`src/design/dpfa_pkg.sv`:
```
// Shared types, field widths and status codes of the frame allocator.
`timescale 1ns / 1ps
`default_nettype none
package dpfa_pkg;

  localparam int FRAME_COUNT_DEF = 1024;
  localparam int PAGE_BYTES_DEF  = 4096;

  localparam int HASH_W   = 32;
  localparam int ADDR_W   = 22;
  localparam int COUNT_W  = 16;
  localparam int STATUS_W = 3;
  localparam int FLAG_W   = 2;
  localparam int START_W  = 11;

  localparam logic OP_ALLOC = 1'b0;
  localparam logic OP_COLD  = 1'b1;

  localparam logic [STATUS_W-1:0] ST_FOLDED    = 3'd0;
  localparam logic [STATUS_W-1:0] ST_NEW       = 3'd1;
  localparam logic [STATUS_W-1:0] ST_EXHAUSTED = 3'd2;
  localparam logic [STATUS_W-1:0] ST_COLD      = 3'd3;
  localparam logic [STATUS_W-1:0] ST_BAD_ADDR  = 3'd4;

  localparam logic [FLAG_W-1:0]  FLAG_ACTIVE = 2'b01;
  localparam logic [FLAG_W-1:0]  FLAG_COLD   = 2'b10;
  localparam logic [COUNT_W-1:0] COUNT_MAX   = 16'hFFFF;

  typedef struct packed {
    logic [FLAG_W-1:0]  flags;
    logic [COUNT_W-1:0] count;
    logic [HASH_W-1:0]  hash;
  } entry_t;

  typedef struct packed {
    logic [STATUS_W-1:0] status;
    logic [ADDR_W-1:0]   frame_address;
    logic [COUNT_W-1:0]  ref_count;
  } res_t;

endpackage
`default_nettype wire

```
`src/design/dpfa_ctrl.sv`:
```
// Sequencer: table clear, hash scan with a shared compare, allocate and mark-cold.
`timescale 1ns / 1ps
`default_nettype none
module dpfa_ctrl
  import dpfa_pkg::*;
#(
  parameter int FRAME_COUNT = FRAME_COUNT_DEF,
  parameter int PAGE_BYTES  = PAGE_BYTES_DEF,
  parameter int IW          = $clog2(FRAME_COUNT_DEF)
) (
  input  wire logic               clk_i,
  input  wire logic               rst_ni,
  input  wire logic [START_W-1:0] start_frame_i,
  input  wire logic               in_valid_i,
  output logic                    in_ready_o,
  input  wire logic               in_opcode_i,
  input  wire logic [HASH_W-1:0]  in_hash_i,
  input  wire logic [ADDR_W-1:0]  in_addr_i,
  output logic                    res_valid_o,
  input  wire logic               res_ready_i,
  output res_t                    res_o,
  output logic                    rd_en_o,
  output logic [IW-1:0]           rd_addr_o,
  input  entry_t                  rd_data_i,
  output logic                    wr_en_o,
  output logic [IW-1:0]           wr_addr_o,
  output entry_t                  wr_data_o
);

  localparam int PS = $clog2(PAGE_BYTES);
  localparam int OW = $clog2(FRAME_COUNT + 1);
  localparam logic [31:0] FC32 = 32'(FRAME_COUNT);
  localparam logic [IW-1:0] LAST = IW'(FRAME_COUNT - 1);

  localparam logic [2:0] S_CLEAR = 3'd0;
  localparam logic [2:0] S_IDLE  = 3'd1;
  localparam logic [2:0] S_SCAN  = 3'd2;
  localparam logic [2:0] S_ALLOC = 3'd3;
  localparam logic [2:0] S_COLD  = 3'd4;
  localparam logic [2:0] S_RESP  = 3'd5;

  logic [2:0]        state_q, state_d;
  logic [HASH_W-1:0] hash_q, hash_d;
  logic [IW-1:0]     idx_q, idx_d;
  logic [IW-1:0]     scan_q, scan_d;
  logic              issue_q, issue_d;
  logic              chk_vld_q, chk_vld_d;
  logic [IW-1:0]     chk_idx_q, chk_idx_d;
  logic [OW-1:0]     offset_q, offset_d;
  res_t              res_q, res_d;

  logic [31:0]       frame_num;
  logic [31:0]       cand;
  logic              match;
  logic [COUNT_W-1:0] count_inc;

  function automatic logic [ADDR_W-1:0] to_addr(input logic [IW-1:0] idx);
    logic [IW+PS-1:0] wide;
    wide = (IW + PS)'(idx) << PS;
    return ADDR_W'(wide);
  endfunction

  assign in_ready_o  = (state_q == S_IDLE);
  assign res_valid_o = (state_q == S_RESP);
  assign res_o       = res_q;

  assign frame_num = 32'(in_addr_i >> PS);
  assign cand      = 32'(start_frame_i) + 32'(offset_q);
  assign match     = chk_vld_q && (rd_data_i.hash == hash_q) && (rd_data_i.count != '0);
  assign count_inc = (rd_data_i.count == COUNT_MAX) ? COUNT_MAX : rd_data_i.count + 1'b1;

  always_comb begin
    state_d   = state_q;
    hash_d    = hash_q;
    idx_d     = idx_q;
    scan_d    = scan_q;
    issue_d   = issue_q;
    chk_vld_d = 1'b0;
    chk_idx_d = chk_idx_q;
    offset_d  = offset_q;
    res_d     = res_q;
    rd_en_o   = 1'b0;
    rd_addr_o = scan_q;
    wr_en_o   = 1'b0;
    wr_addr_o = idx_q;
    wr_data_o = '0;

    unique case (state_q)
      S_CLEAR: begin
        wr_en_o   = 1'b1;
        wr_addr_o = idx_q;
        if (idx_q == LAST) begin
          state_d = S_IDLE;
        end else begin
          idx_d = idx_q + 1'b1;
        end
      end
      S_IDLE: begin
        if (in_valid_i) begin
          hash_d = in_hash_i;
          if (in_opcode_i == OP_COLD) begin
            if (frame_num >= FC32) begin
              res_d   = '{status: ST_BAD_ADDR, frame_address: '0, ref_count: '0};
              state_d = S_RESP;
            end else begin
              rd_en_o   = 1'b1;
              rd_addr_o = IW'(frame_num);
              idx_d     = IW'(frame_num);
              state_d   = S_COLD;
            end
          end else if (in_hash_i != '0) begin
            scan_d  = '0;
            issue_d = 1'b1;
            state_d = S_SCAN;
          end else begin
            state_d = S_ALLOC;
          end
        end
      end
      S_SCAN: begin
        rd_en_o   = issue_q;
        rd_addr_o = scan_q;
        chk_vld_d = issue_q;
        chk_idx_d = scan_q;
        if (issue_q) begin
          if (scan_q == LAST) begin
            issue_d = 1'b0;
          end else begin
            scan_d = scan_q + 1'b1;
          end
        end
        if (match) begin
          wr_en_o   = 1'b1;
          wr_addr_o = chk_idx_q;
          wr_data_o = '{flags: rd_data_i.flags, count: count_inc, hash: rd_data_i.hash};
          res_d     = '{status: ST_FOLDED, frame_address: to_addr(chk_idx_q),
                        ref_count: count_inc};
          issue_d   = 1'b0;
          chk_vld_d = 1'b0;
          state_d   = S_RESP;
        end else if (chk_vld_q && (chk_idx_q == LAST)) begin
          chk_vld_d = 1'b0;
          state_d   = S_ALLOC;
        end
      end
      S_ALLOC: begin
        if (cand >= FC32) begin
          res_d = '{status: ST_EXHAUSTED, frame_address: '0, ref_count: '0};
        end else begin
          wr_en_o   = 1'b1;
          wr_addr_o = cand[IW-1:0];
          wr_data_o = '{flags: FLAG_ACTIVE, count: COUNT_W'(1), hash: hash_q};
          offset_d  = offset_q + 1'b1;
          res_d     = '{status: ST_NEW, frame_address: to_addr(cand[IW-1:0]),
                        ref_count: COUNT_W'(1)};
        end
        state_d = S_RESP;
      end
      S_COLD: begin
        wr_en_o   = 1'b1;
        wr_addr_o = idx_q;
        wr_data_o = '{flags: rd_data_i.flags | FLAG_COLD, count: rd_data_i.count,
                      hash: rd_data_i.hash};
        res_d     = '{status: ST_COLD, frame_address: to_addr(idx_q),
                      ref_count: rd_data_i.count};
        state_d   = S_RESP;
      end
      S_RESP: begin
        if (res_ready_i) begin
          state_d = S_IDLE;
        end
      end
      default: begin
        state_d = S_IDLE;
      end
    endcase
  end

  always_ff @(posedge clk_i or negedge rst_ni) begin
    if (!rst_ni) begin
      state_q   <= S_CLEAR;
      idx_q     <= '0;
      issue_q   <= 1'b0;
      chk_vld_q <= 1'b0;
      offset_q  <= '0;
    end else begin
      state_q   <= state_d;
      idx_q     <= idx_d;
      issue_q   <= issue_d;
      chk_vld_q <= chk_vld_d;
      offset_q  <= offset_d;
    end
  end

  always_ff @(posedge clk_i) begin
    hash_q    <= hash_d;
    scan_q    <= scan_d;
    chk_idx_q <= chk_idx_d;
    res_q     <= res_d;
  end

endmodule
`default_nettype wire

```
`config.mk`:
```
export PLATFORM = sky130hd
export DESIGN_NAME = dpfa_ctrl
export DESIGN_NICKNAME = d
export VERILOG_FILES = /design/src/design/dpfa_pkg.sv /design/src/design/dpfa_ctrl.sv
export SDC_FILE = /design/constraint.sdc
export NUM_CORES = 1
export LEC_CHECK = 0
export BUFFER_PORTS_ARGS = -buffer_cell sky130_fd_sc_hd__buf_2
export CAP_MARGIN = 20
export CORE_UTILIZATION = 45
export DETAILED_ROUTE_END_ITERATION = 10
export GPL_ROUTABILITY_DRIVEN = 0
export PLACE_DENSITY = 0.73
export SYNTH_ARGS = -nofsm -noshare
export SYNTH_HDL_FRONTEND = slang
export SYNTH_SLANG_ARGS = --single-unit
```
`constraint.sdc`:
```
create_clock -name clk_i -period 4.8 [get_ports clk_i]
set_input_delay 0.24 -clock clk_i [delete_from_list [all_inputs] [get_ports clk_i]]
set_output_delay 0.24 -clock clk_i [all_outputs]
set_load 0.1 [all_outputs]
```
Word-level counts from Yosys, hierarchy flattened
Cells that the tools add are included.

storage, ports and cells
  bits in registers = 119
  output and inout bits = 115

operators by class
  add/subtract/negate cells = 5
  $lt $le $gt $ge = 2
  eq/ne operators = 23
  multiplexer cells = 54
  bitwise logic cells = 1
  reduce and logical (&&, ||, !) cells = 18

operators by type and width
  cell                                                    number
  two-way mux 41 bit                                      4
  one-hot mux 41 bit (4 select lines)                     1
  two-way mux 10 bit                                      15
  one-hot mux 50 bit (3 select lines)                     1
  one-hot mux 10 bit (2 select lines)                     3
  two-way mux 50 bit                                      1
  two-way mux 49 bit                                      1
  two-way mux 40 bit                                      1
  equality test 32 bit                                    1
  nonzero test 32 bit                                     1
  equality test 10 bit (second input constant)            3
  adder 10 x 1 -> 10 bit (second input constant)          2
  two-way mux 3 bit                                       6
  adder 16 x 1 -> 16 bit (second input constant)          1
  equality test 16 bit (second input constant)            1
  two-way mux 1 bit                                       16
  two-way mux 16 bit                                      1
  != test 2 bit (second input constant)                   8
  nonzero test 16 bit                                     1
  one-hot mux 3 bit (5 select lines)                      1
  adder 11 x 11 -> 12 bit                                 1
  >= comparator 12 x 11 -> 1 bit (second input constant)  1
  adder 11 x 1 -> 11 bit (second input constant)          1
  >= comparator 10 x 11 -> 1 bit (second input constant)  1
  other kinds (17)                                        30

Longest topological paths before layout
Gate-level depths: netlist of run 1.

  word-level depth = 5
  depth in mapped cells = 12
  mapped depth without buffers = 10

Worst setup path after synthesis of run 1
Ideal clock, no wire load.

  path type = register to output
  from = reg hash_q[23]
  to = out wr_data_o[38] in the netlist's numbering
  arrival = 3.738 ns
  slack = 0.822 ns
  stages on the path, launching flop included = 10
  buffers on the path = 2
  path through = edfxtp_1 xnor2_1 nand4_1 nor4_1 and4_1 and2_1 buf_2 buf_2 a21oi_1 o21ai_0

RTL lines
  what                    RTL line          RTL
  from (decl)             dpfa_ctrl.sv:43   logic [HASH_W-1:0] hash_q, hash_d;
  from (signal assigned)  dpfa_ctrl.sv:196  hash_q <= hash_d;
  to (decl)               dpfa_ctrl.sv:27   output entry_t wr_data_o

==> qor.yml, run 1 <==
drt:
  wirelength_um: 19100
  via_count: 6088
  wl_per_cell_um: 18.1
  drc: 0
  dr.pass1.iters: 5
  routed_via_density: 5.78
  drtIter0Drc: 520
  ant_nets: 0
power:
  p_leak_nw: 3.55
  max-vdd-ir-drop_mv: 0.223
  pwr-share-comb: 0.236
  seqPwrFrac: 0.459
  swShare: 0.361
  powerDensity_nw_per_um2: 294
  p_clk_frac: 0.305
  internal-power_mw: 1.53
  p_switching_mw: 0.860
clock_tree:
  cts_max_level: 3
  cts_tree: "done"
  clk_pin_slew_ns: 0.08
  cts_buffer_depth: 2
  cts_buffers: 9
  cts_resized: 0
  clock-sinks: 107
  cts-root-buf: "clkbuf_16"
  clk_latency_ns: 0.36
cells_and_area:
  final_core_util: 0.558
  layout-drive-gt1-share: 0.306
  design_area_um2: 8110
  num_antenna_cells: 0
  fillers: 1353
  syn2layout_area_growth_pct: 21.3
  nNetsFinal: 1002
timing:
  timing.fmax_mhz: 235
  rsz0062_at_grt: "false"
  setup_tns_ns: 0
  worst_pin_slew_ns: 0.765
  hold_viol: 0
  max_slew_margin: 0.490
  setup_slack_ns: 0.551
  timing.clock.skew_ns: 0.00997
  min_period_ns: 4.25
  period_share: 0.885
  slew_viol_final: 0
  setup_viol: 0
min_path:
  hp-class: "in -> reg"
yosys:
  synth_cell_types: 64
  netlist_instances: 669
  avgSynthCellArea_um2: 9.99
  synth_edf_count: 81
  ys_dominant_reg_cell: "edfxtp_1"
  synth_area_leaders: "edfxtp_1 36%, dfrtp_1 9.7%, xnor2_1 5.6%"
  yosysWarnings: 0
  yosysSeqAreaShare: 0.461
  synthArstFlopShare: 0.243
  post-synth-top-area-cell: "edfxtp_1"
  syn_area_um2: 6690
  synth_top_area_share: 0.364
  synth_seq_cells: 107
global_route:
  antenna_found_initial: 0
  grt_pass1_wl_um: 28800
  grt_pass1_vias: 5383
  grt_max_degree: 34
  gr-total-overflow: 0
  track_usage: 0.252
worst_setup_path:
  r2r_end: "res_o[33]"
  cp-startpoint: "offset_q[0]"
  crit_type: "reg -> out"
  start_kind: "flop"
  crit_arrival_ns: 4.01
  r2r_cells: 10
  cp_max_fo: 29
  endpoint: "wr_data_o[26]"
  r2r_slack_ns: 1.50
  crit_path_end_kind: "output port"
  r2r_start: "offset_q[0]"
  cp_data_required_time_ns: 4.56
run_status:
  status: "finished clean"
die:
  chipWidth_um: 124
  die_y_um: 124
  core_area_um2: 14500
  initial_utilization: 0.460
  pin_count: 235
  row_count: 44
  dieArea_um2: 15400
place:
  numPortBuffers: 210
  dp_slack_ns: 0.956
  place_area_um2: 7810
  hpwl_um: 14900
flow_run:
  cap_violations: 0
cells in the mapped netlist (6+ instances only):
| cell type | instances |
|---|---|
| edfxtp_1 | 81 |
| o21ai_0 | 61 |
| nand2_1 | 48 |
| a21oi_1 | 46 |
| xnor2_1 | 43 |
| a22o_1 | 39 |
| nor2_1 | 39 |
| dfrtp_1 | 26 |
| nand4_1 | 23 |
| nand3_1 | 22 |
| a221o_1 | 17 |
| clkbuf_1 | 17 |
| inv_1 | 17 |
| buf_4 | 16 |
| ha_1 | 16 |
| and3_1 | 14 |
| nor3_1 | 14 |
| nor4_1 | 12 |
| buf_2 | 10 |
| mux2_2 | 9 |
| xor2_1 | 9 |
| and2_1 | 8 |
| nand2b_1 | 6 |
| nor2b_1 | 6 |
power by group through the flow:
stage          sequential, mW  clock (mW)  combinational [mW]
4_1_cts                  1.09       0.744               0.561
5_1_grt                  1.10       0.782               0.593
6_report                 1.10       0.728               0.562
2_1_floorplan            1.07           0               0.442
3_5_place_dp             1.11           0               0.559
3_3_place_gp             1.11           0               0.553
stage by stage:
step / total power [mW] / hold WS, ns / instances
2_1_floorplan: 1.52 / -0.0556 / 680
3_3_place_gp: 1.66 / 0.288 / 1037
4_1_cts: 2.40 / 0.0546 / 1054
5_1_grt: 2.48 / 0.0474 / 1054
3_5_place_dp: 1.67 / 0.290 / 1037
6_report: 2.39 / 0.0683 / 1054
final cells by class:
| class | instances | area, um^2 | area share |
|---|---|---|---|
| Sequential cell | 107 | 3080 | 0.380 |
| Multi-Input combinational cell | 506 | 3290 | 0.406 |
| Inverter | 19 | 71.3 | 0.00879 |
| Clock inverter | 6 | 60.1 | 0.00741 |
| Tap cell | 184 | 230 | 0.0284 |
| Timing Repair Buffer | 222 | 1140 | 0.141 |
| Clock buffer | 10 | 229 | 0.0282 |
routing by layer:
| layer | global-route usage | up-vias | wire length (um) | share of wire |
|---|---|---|---|---|
| li1 | - | 2892 | - | - |
| met1 | 0.356 | 2914 | 8350 | 0.44 |
| met2 | 0.396 | 258 | 9060 | 0.47 |
| met3 | 0.0462 | 24 | 1320 | 0.069 |
| met4 | 0.0685 | 0 | 382 | 0.020 |
| met5 | 0 | - | 0 | 0 |
cell usage in the layout (no fill, tap or decap), types with 3 or more instances in the layout:
cell type    n
buf_2      210
edfxtp_1    81
o21ai_0     61
nand2_1     48
a21oi_1     46
xnor2_1     43
a22o_1      39
nor2_1      38
dfrtp_1     26
nand4_1     23
nand3_1     22
inv_1       17
a221o_1     17
ha_1        16
and3_1      14
nor3_1      14
nor4_1      12
conb_1      12
buf_4       11
xor2_1       9
mux2_2       9
clkbuf_16    9
and2_1       8
nor2b_1      6
nand2b_1     6
a31oi_1      4
a21o_1       4
o22ai_1      4
or3_1        4
or2_2        4
o211ai_1     3
o2bb2ai_1    3
timing repair:
action | 4_1_cts | 5_1_grt
hold buffers | 1 | 0
endpoints found under the hold margin | 26 | 0
setup buffers | 0 | 0
sequential cells by signal, indices dropped and copies added (netlist names):
name and count:
hash_q 32, chk_idx_q 10, offset_q 11, res_o 29
issue_q 1, idx_q 10, state_q 3, chk_vld_q 1
scan_q 10
cell families after synthesis:
family / share of synthesized area
AND/OR/NAND/NOR: 0.162
adder cells (fa/ha/maj): 0.0329
flip-flops: 0.461
multiplexers: 0.0167
other: 0.000561
buffers and inverters: 0.0530
XOR/XNOR: 0.0681
AO/OA/AOI/OAI: 0.206
worst min-delay path by stage:
| stage | startpoint | endpoint | slack [ns] | depth (start not counted) |
|---|---|---|---|---|
| after floorplan | rst_ni | chk_vld_q | -0.06 | 0 |
| after global placement | rst_ni | offset_q[8] | 0.29 | 1 |
| after detailed placement | rst_ni | offset_q[10] | 0.29 | 1 |
| after CTS | in_hash_i[21] | hash_q[21] | 0.05 | 1 |
| after global routing | in_hash_i[21] | hash_q[21] | 0.05 | 1 |
| final | in_hash_i[30] | hash_q[30] | 0.07 | 1 |
critical path, cell delays in order (launching register included):
cell	delay, ns
dfrtp_1	0.41
ha_1	0.19
inv_1	0.06
fa_1	0.38
nand2b_2	0.21
a21oi_1	0.28
o31ai_2	0.11
a211o_1	0.31
a21oi_4	0.63
buf_4	0.41
a22o_1	0.20
buf_2	0.43
No activity file was read; power rests on OpenSTA's default activity.
==> inputs of run 2 (changes only) <==
--- a/config.mk
+++ b/config.mk
@@ -11,6 +11,7 @@
 export DETAILED_ROUTE_END_ITERATION = 10
 export GPL_ROUTABILITY_DRIVEN = 0
 export PLACE_DENSITY = 0.73
+export RECOVER_POWER = 50
 export SYNTH_ARGS = -nofsm -noshare
 export SYNTH_HDL_FRONTEND = slang
 export SYNTH_SLANG_ARGS = --single-unit
==> run 2 against run 1 <==
Effect of this change: the flow now finishes with violations (capacitance limit, slew limit); sequential cell count unchanged; sequential power about the same; global-route usage unchanged; hold slack worse by 0.0024 ns; die area unchanged; first-iteration DRC count down 6.2%; non-clock buffer count unchanged; cell area down 1.1%; maximum frequency up 0.45%; critical path depth unchanged; routed wire length up 0.54%.
==> qor.yml, run 2 (synthesis gave the netlist of run 1 again) <==
run_status:
  status: "complete, but fails checks"
  violations: "capacitance limit, slew limit"
global_route:
  grt_util_met2: 0.396
  grt_pass1_vias: 5383
  antenna_found_initial: 0
  grt_use_met3: 0.0462
  grt-busiest-layer: "met2"
  gr-total-overflow: 0
  track_usage: 0.252
  grt_pass1_wl_um: 28800
  grt_use_met1: 0.356
  grt_max_degree: 34
drt:
  via_count: 6158
  wl_per_cell_um: 18.2
  routed_via_density: 5.84
  drc: 0
  wirelength_um: 19200
  drtIter0Drc: 488
  dr.pass1.iters: 7
  ant_nets: 0
clock_tree:
  cts_hold_buf: 1
  cts-root-buf: "clkbuf_16"
  cts_buffers: 9
  cts_resized: 0
  clk_pin_slew_ns: 0.07
  cts_buffer_depth: 2
  cts_max_level: 3
  cts_setup_buffers: 0
  cts_tree: "done"
  clk_latency_ns: 0.36
  clock-sinks: 107
timing:
  setup_viol: 0
  max_slew_margin: -0.128
  period_share: 0.881
  min_period_ns: 4.23
  worst_pin_slew_ns: 1.69
  timing.fmax_mhz: 236
  slew_viol_final: 60
  setup_slack_ns: 0.570
  timing.clock.skew_ns: 0.0101
  rsz0062_at_grt: "false"
  setup_tns_ns: 0
  hold_viol: 0
worst_setup_path:
  start_kind: "flop"
  crit_path_end_kind: "output port"
  cp_data_required_time_ns: 4.56
  crit_path_top_delay_cell: "a21oi_4"
  worstPathCellList: "ha_1, inv_1, fa_1, nand2b_2, a21oi_1, o31ai_1, a211o_1, a21oi_4, buf_4, a22o_1, buf_2"
  r2r_cells: 5
  slowest_delay_ns: 0.63
  cp_max_fo: 29
  crit_type: "reg -> out"
  crit_arrival_ns: 3.99
power:
  powerDensity_nw_per_um2: 297
  max-vdd-ir-drop_mv: 0.224
  p_leak_nw: 3.39
die:
  pin_count: 235
  dieArea_um2: 15400
  row_count: 44
  core_area_um2: 14500
  die_y_um: 124
  chipWidth_um: 124
  initial_utilization: 0.460
cells_and_area:
  nNetsFinal: 1002
  largest_reg_flops: 32
  top_register: "hash_q"
  syn2layout_area_growth_pct: 20.0
  final_common_cell: "buf_2"
  final_cell_mix: "156 x buf_2, 81 x edfxtp_1, 61 x o21ai_0"
  num_antenna_cells: 0
  layout-drive-gt1-share: 0.236
min_path:
  hp-class: "in -> reg"
  holdPathStages: 1
place:
  hpwl_um: 14900
  numPortBuffers: 210
  dp_slack_ns: 0.956
flow_run:
  cap_violations: 2
[run 2: worst paths after layout]
kind | from | slack (ns) | endpoint
max reg2reg | state_q[0] | 1.33 | hash_q[3]
max | offset_q[0] | 0.57 | wr_data_o[26]
max in group asynchronous | rst_ni | 3.08 | idx_q[4]
min reg2reg | offset_q[10] | 0.50 | offset_q[10]
min in group asynchronous | rst_ni | 0.80 | offset_q[10]
min | in_hash_i[21] | 0.07 | hash_q[21]
[run 2: through the flow]
stage	power, mW	hold slack, ns	cells	utilization	area (um^2)
3_3_place_gp	1.66	0.288	1037	0.537	7810
3_5_place_dp	1.67	0.290	1037	0.537	7810
4_1_cts	2.40	0.0546	1054	0.558	8110
5_1_grt	2.47	0.0474	1054	0.552	8020
6_report	2.39	0.0658	1054	0.552	8020
2_1_floorplan	1.52	-0.0556	680	-	6730
[run 2: final cells by class]
class | instances | area (um^2)
fillers | 1385 | 6510
well taps | 184 | 230
clock inverters | 6 | 60.1
inverters | 19 | 71.3
repair buffers | 222 | 1060
clock buffers | 10 | 229
multi-input cells | 506 | 3290
flip-flops and latches | 107 | 3080
[run 2: routing by layer]
metal  part of all wire  vias up
met5                  0        -
li1                   -     2898
met2               0.47      264
met4              0.026        0
met3              0.073       36
met1               0.43     2960
[run 2: power breakdown]
group / internal [mW] / switching, mW / total [mW]
clock: 0.365 / 0.364 / 0.730
sequential: 1.02 / 0.0750 / 1.10
combinational: 0.137 / 0.423 / 0.560
[run 2: critical path: cells and delay by family (launching register included)]
kind,cells,cell delay (ns)
buffers and inverters,3,0.89
adders and majority gates,2,0.57
and+or+nand+nor,1,0.21
DFF,1,0.41
AOI/OAI and AO/OA,5,1.51
==> inputs of run 3 (changes only) <==
--- a/config.mk
+++ b/config.mk
@@ -10,7 +10,7 @@
 export CORE_UTILIZATION = 45
 export DETAILED_ROUTE_END_ITERATION = 10
 export GPL_ROUTABILITY_DRIVEN = 0
-export PLACE_DENSITY = 0.73
+export PLACE_DENSITY = 0.76
 export RECOVER_POWER = 50
 export SYNTH_ARGS = -nofsm -noshare
 export SYNTH_HDL_FRONTEND = slang
==> constraint.sdc (replaced) <==
create_clock -name clk_i -period 3.5 [get_ports clk_i]
set_input_delay 0.175 -clock clk_i [delete_from_list [all_inputs] [get_ports clk_i]]
set_output_delay 0.175 -clock clk_i [all_outputs]
set_load 0.1 [all_outputs]
==> run 3 against run 2 <==
Effect of this change: the flow still finishes with violations (capacitance limit, slew limit); clock skew rose by 0.0021 ns; combinational power increased by 59%; routed wire length increased by 6.6%; sequential cell count is the same; count of clock-buffer cells in the layout did not move; largest power group unchanged.
==> qor.yml, run 3 (synthesis gave the netlist of run 1 again) <==
power:
  p_switching_mw: 1.18
  p_leak_nw: 3.67
  internal-power_mw: 2.26
  p_clk_frac: 0.307
  seqPwrFrac: 0.434
  powerDensity_nw_per_um2: 377
  swShare: 0.344
  pwr-share-comb: 0.259
  max-vdd-ir-drop_mv: 0.259
cells_and_area:
  fillers: 1250
  nNetsFinal: 1031
  final_common_cell: "buf_2"
  design_area_um2: 9120
  final_core_util: 0.628
  layout-drive-gt1-share: 0.244
  top_register: "hash_q"
  num_antenna_cells: 0
  largest_reg_flops: 32
  final_cell_mix: "97 x buf_2, 81 x edfxtp_1, 61 x clkbuf_1"
  syn2layout_area_growth_pct: 36.4
die:
  row_count: 44
  chipWidth_um: 124
  dieArea_um2: 15400
  pin_count: 235
  initial_utilization: 0.460
  core_area_um2: 14500
  die_y_um: 124
timing:
  max_slew_margin: -0.209
  setup_tns_ns: 0
  hold_viol: 0
  period_share: 0.955
  min_period_ns: 3.34
  timing.clock.skew_ns: 0.0122
  setup_viol: 0
  timing.hold.ws_ns: 0.0585
  worst_pin_slew_ns: 1.81
  slew_viol_final: 33
  rsz0062_at_grt: "false"
  timing.fmax_mhz: 299
run_status:
  status: "complete, but fails checks"
  violations: "capacitance limit, slew limit"
worst_setup_path:
  slowest_delay_ns: 0.40
  cp.depth: 12
  r2r_cells: 5
  path_buf_inv: 3
  worstPathCellList: "ha_1, inv_1, fa_1, nand2b_2, a21oi_2, o31ai_2, a211o_1, a21oi_4, buf_4, nor2_4, a221o_1, buf_4"
  cp_max_fo: 11
  crit_top_cell: "buf_4"
  crit_arrival_ns: 3.17
  cp_data_required_time_ns: 3.32
  crit_path_top_delay_cell: "dfrtp_1"
  crit_type: "reg -> out"
  start_kind: "flop"
  cpLargestDelayFamily: "compound AO/OA/AOI/OAI gates"
  crit_path_end_kind: "output port"
drt:
  drtIter0Drc: 718
  drc: 0
  routed_via_density: 5.91
  wirelength_um: 20500
  ant_nets: 0
  via_count: 6398
  wl_per_cell_um: 18.9
  dr.pass1.iters: 6
clock_tree:
  clk_pin_slew_ns: 0.08
  clock-sinks: 107
  cts-root-buf: "clkbuf_16"
  clk_latency_ns: 0.36
  cts_tree: "done"
  cts_buffer_depth: 2
  cts_max_level: 3
  cts_buffers: 9
min_path:
  hp-class: "in -> reg"
  holdPathStages: 1
place:
  place_area_um2: 8570
  hpwl_um: 15200
  numPortBuffers: 210
global_route:
  grt_max_degree: 46
  grt_pass1_vias: 5630
  antenna_found_initial: 0
  gr-total-overflow: 0
  track_usage: 0.270
  grt_pass1_wl_um: 30800
flow_run:
  cap_violations: 1
run 3: cell count changes in the layout (fill, tap and decap cells not counted), sizes merged:
cell,previous run,this run
inv,22,21
clkinvlp,1,0
dlygate4sd3,1,22
clkinv,2,3
bufinv,0,1
clkbuf,68,70
buf,163,169
run 3: routing by layer:
metal | track usage | wire length [um] | vias to the layer above
li1 | - | - | 2963
met1 | 0.379 | 8340 | 3020
met2 | 0.418 | 9750 | 374
met3 | 0.0618 | 1890 | 41
met4 | 0.0774 | 507 | 0
met5 | 0 | 0 | -
run 3: stage by stage:
| step | power [mW] | setup slack (ns) | instances |
|---|---|---|---|
| 3_3_place_gp | 2.33 | 0.210 | 1040 |
| 6_report | 3.44 | 0.158 | 1083 |
| 2_1_floorplan | 2.08 | 0.172 | 680 |
| 5_1_grt | 3.56 | 0.00516 | 1083 |
| 3_5_place_dp | 2.34 | 0.110 | 1040 |
| 4_1_cts | 3.42 | 0.00299 | 1079 |
run 3: final timing paths:
check	startpoint	end	slack (ns)
worst min register to register	offset_q[9]	offset_q[9]	0.52
worst max register to register	state_q[0]	hash_q[28]	0.47
worst min-delay path	in_hash_i[10]	hash_q[10]	0.06
max in group asynchronous	rst_ni	offset_q[5]	1.98
worst max-delay path	offset_q[0]	wr_addr_o[3]	0.16
min in group asynchronous	rst_ni	idx_q[2]	0.68
run 3: repair_timing:
action / in CTS / in global routing
gates resized for setup: 9 / 10
pin swaps: 1 / 0
endpoints found under the hold margin: 45 / 2
setup endpoints to repair: 43 / 50
setup buffers: 3 / 2
hold buffers: 20 / 2
run 3: power by group through the flow:
stage | registers (mW) | logic (mW) | clock network [mW]
after global routing | 1.50 | 0.938 | 1.12
after CTS | 1.49 | 0.865 | 1.07
after global placement | 1.51 | 0.820 | 0
final | 1.49 | 0.892 | 1.06
after detailed placement | 1.51 | 0.828 | 0
after floorplan | 1.47 | 0.606 | 0
run 3: worst reg2reg max path, delay by kind of cell, from the launching register on:
kind	cells	cell delay, ns
DFF	1	0.52
buffers and inverters	2	1.54
and+or+nand+nor	3	0.54
run 3: area by class of cell:
type,instances,area [um^2],share of cell area
Clock buffer,10,229,0.0251
Clock inverter,6,72.6,0.00796
Inverter,19,71.3,0.00782
Multi-Input combinational cell,506,3330,0.365
Sequential cell,107,3080,0.338
Tap cell,184,230,0.0252
Timing Repair Buffer,251,2110,0.231
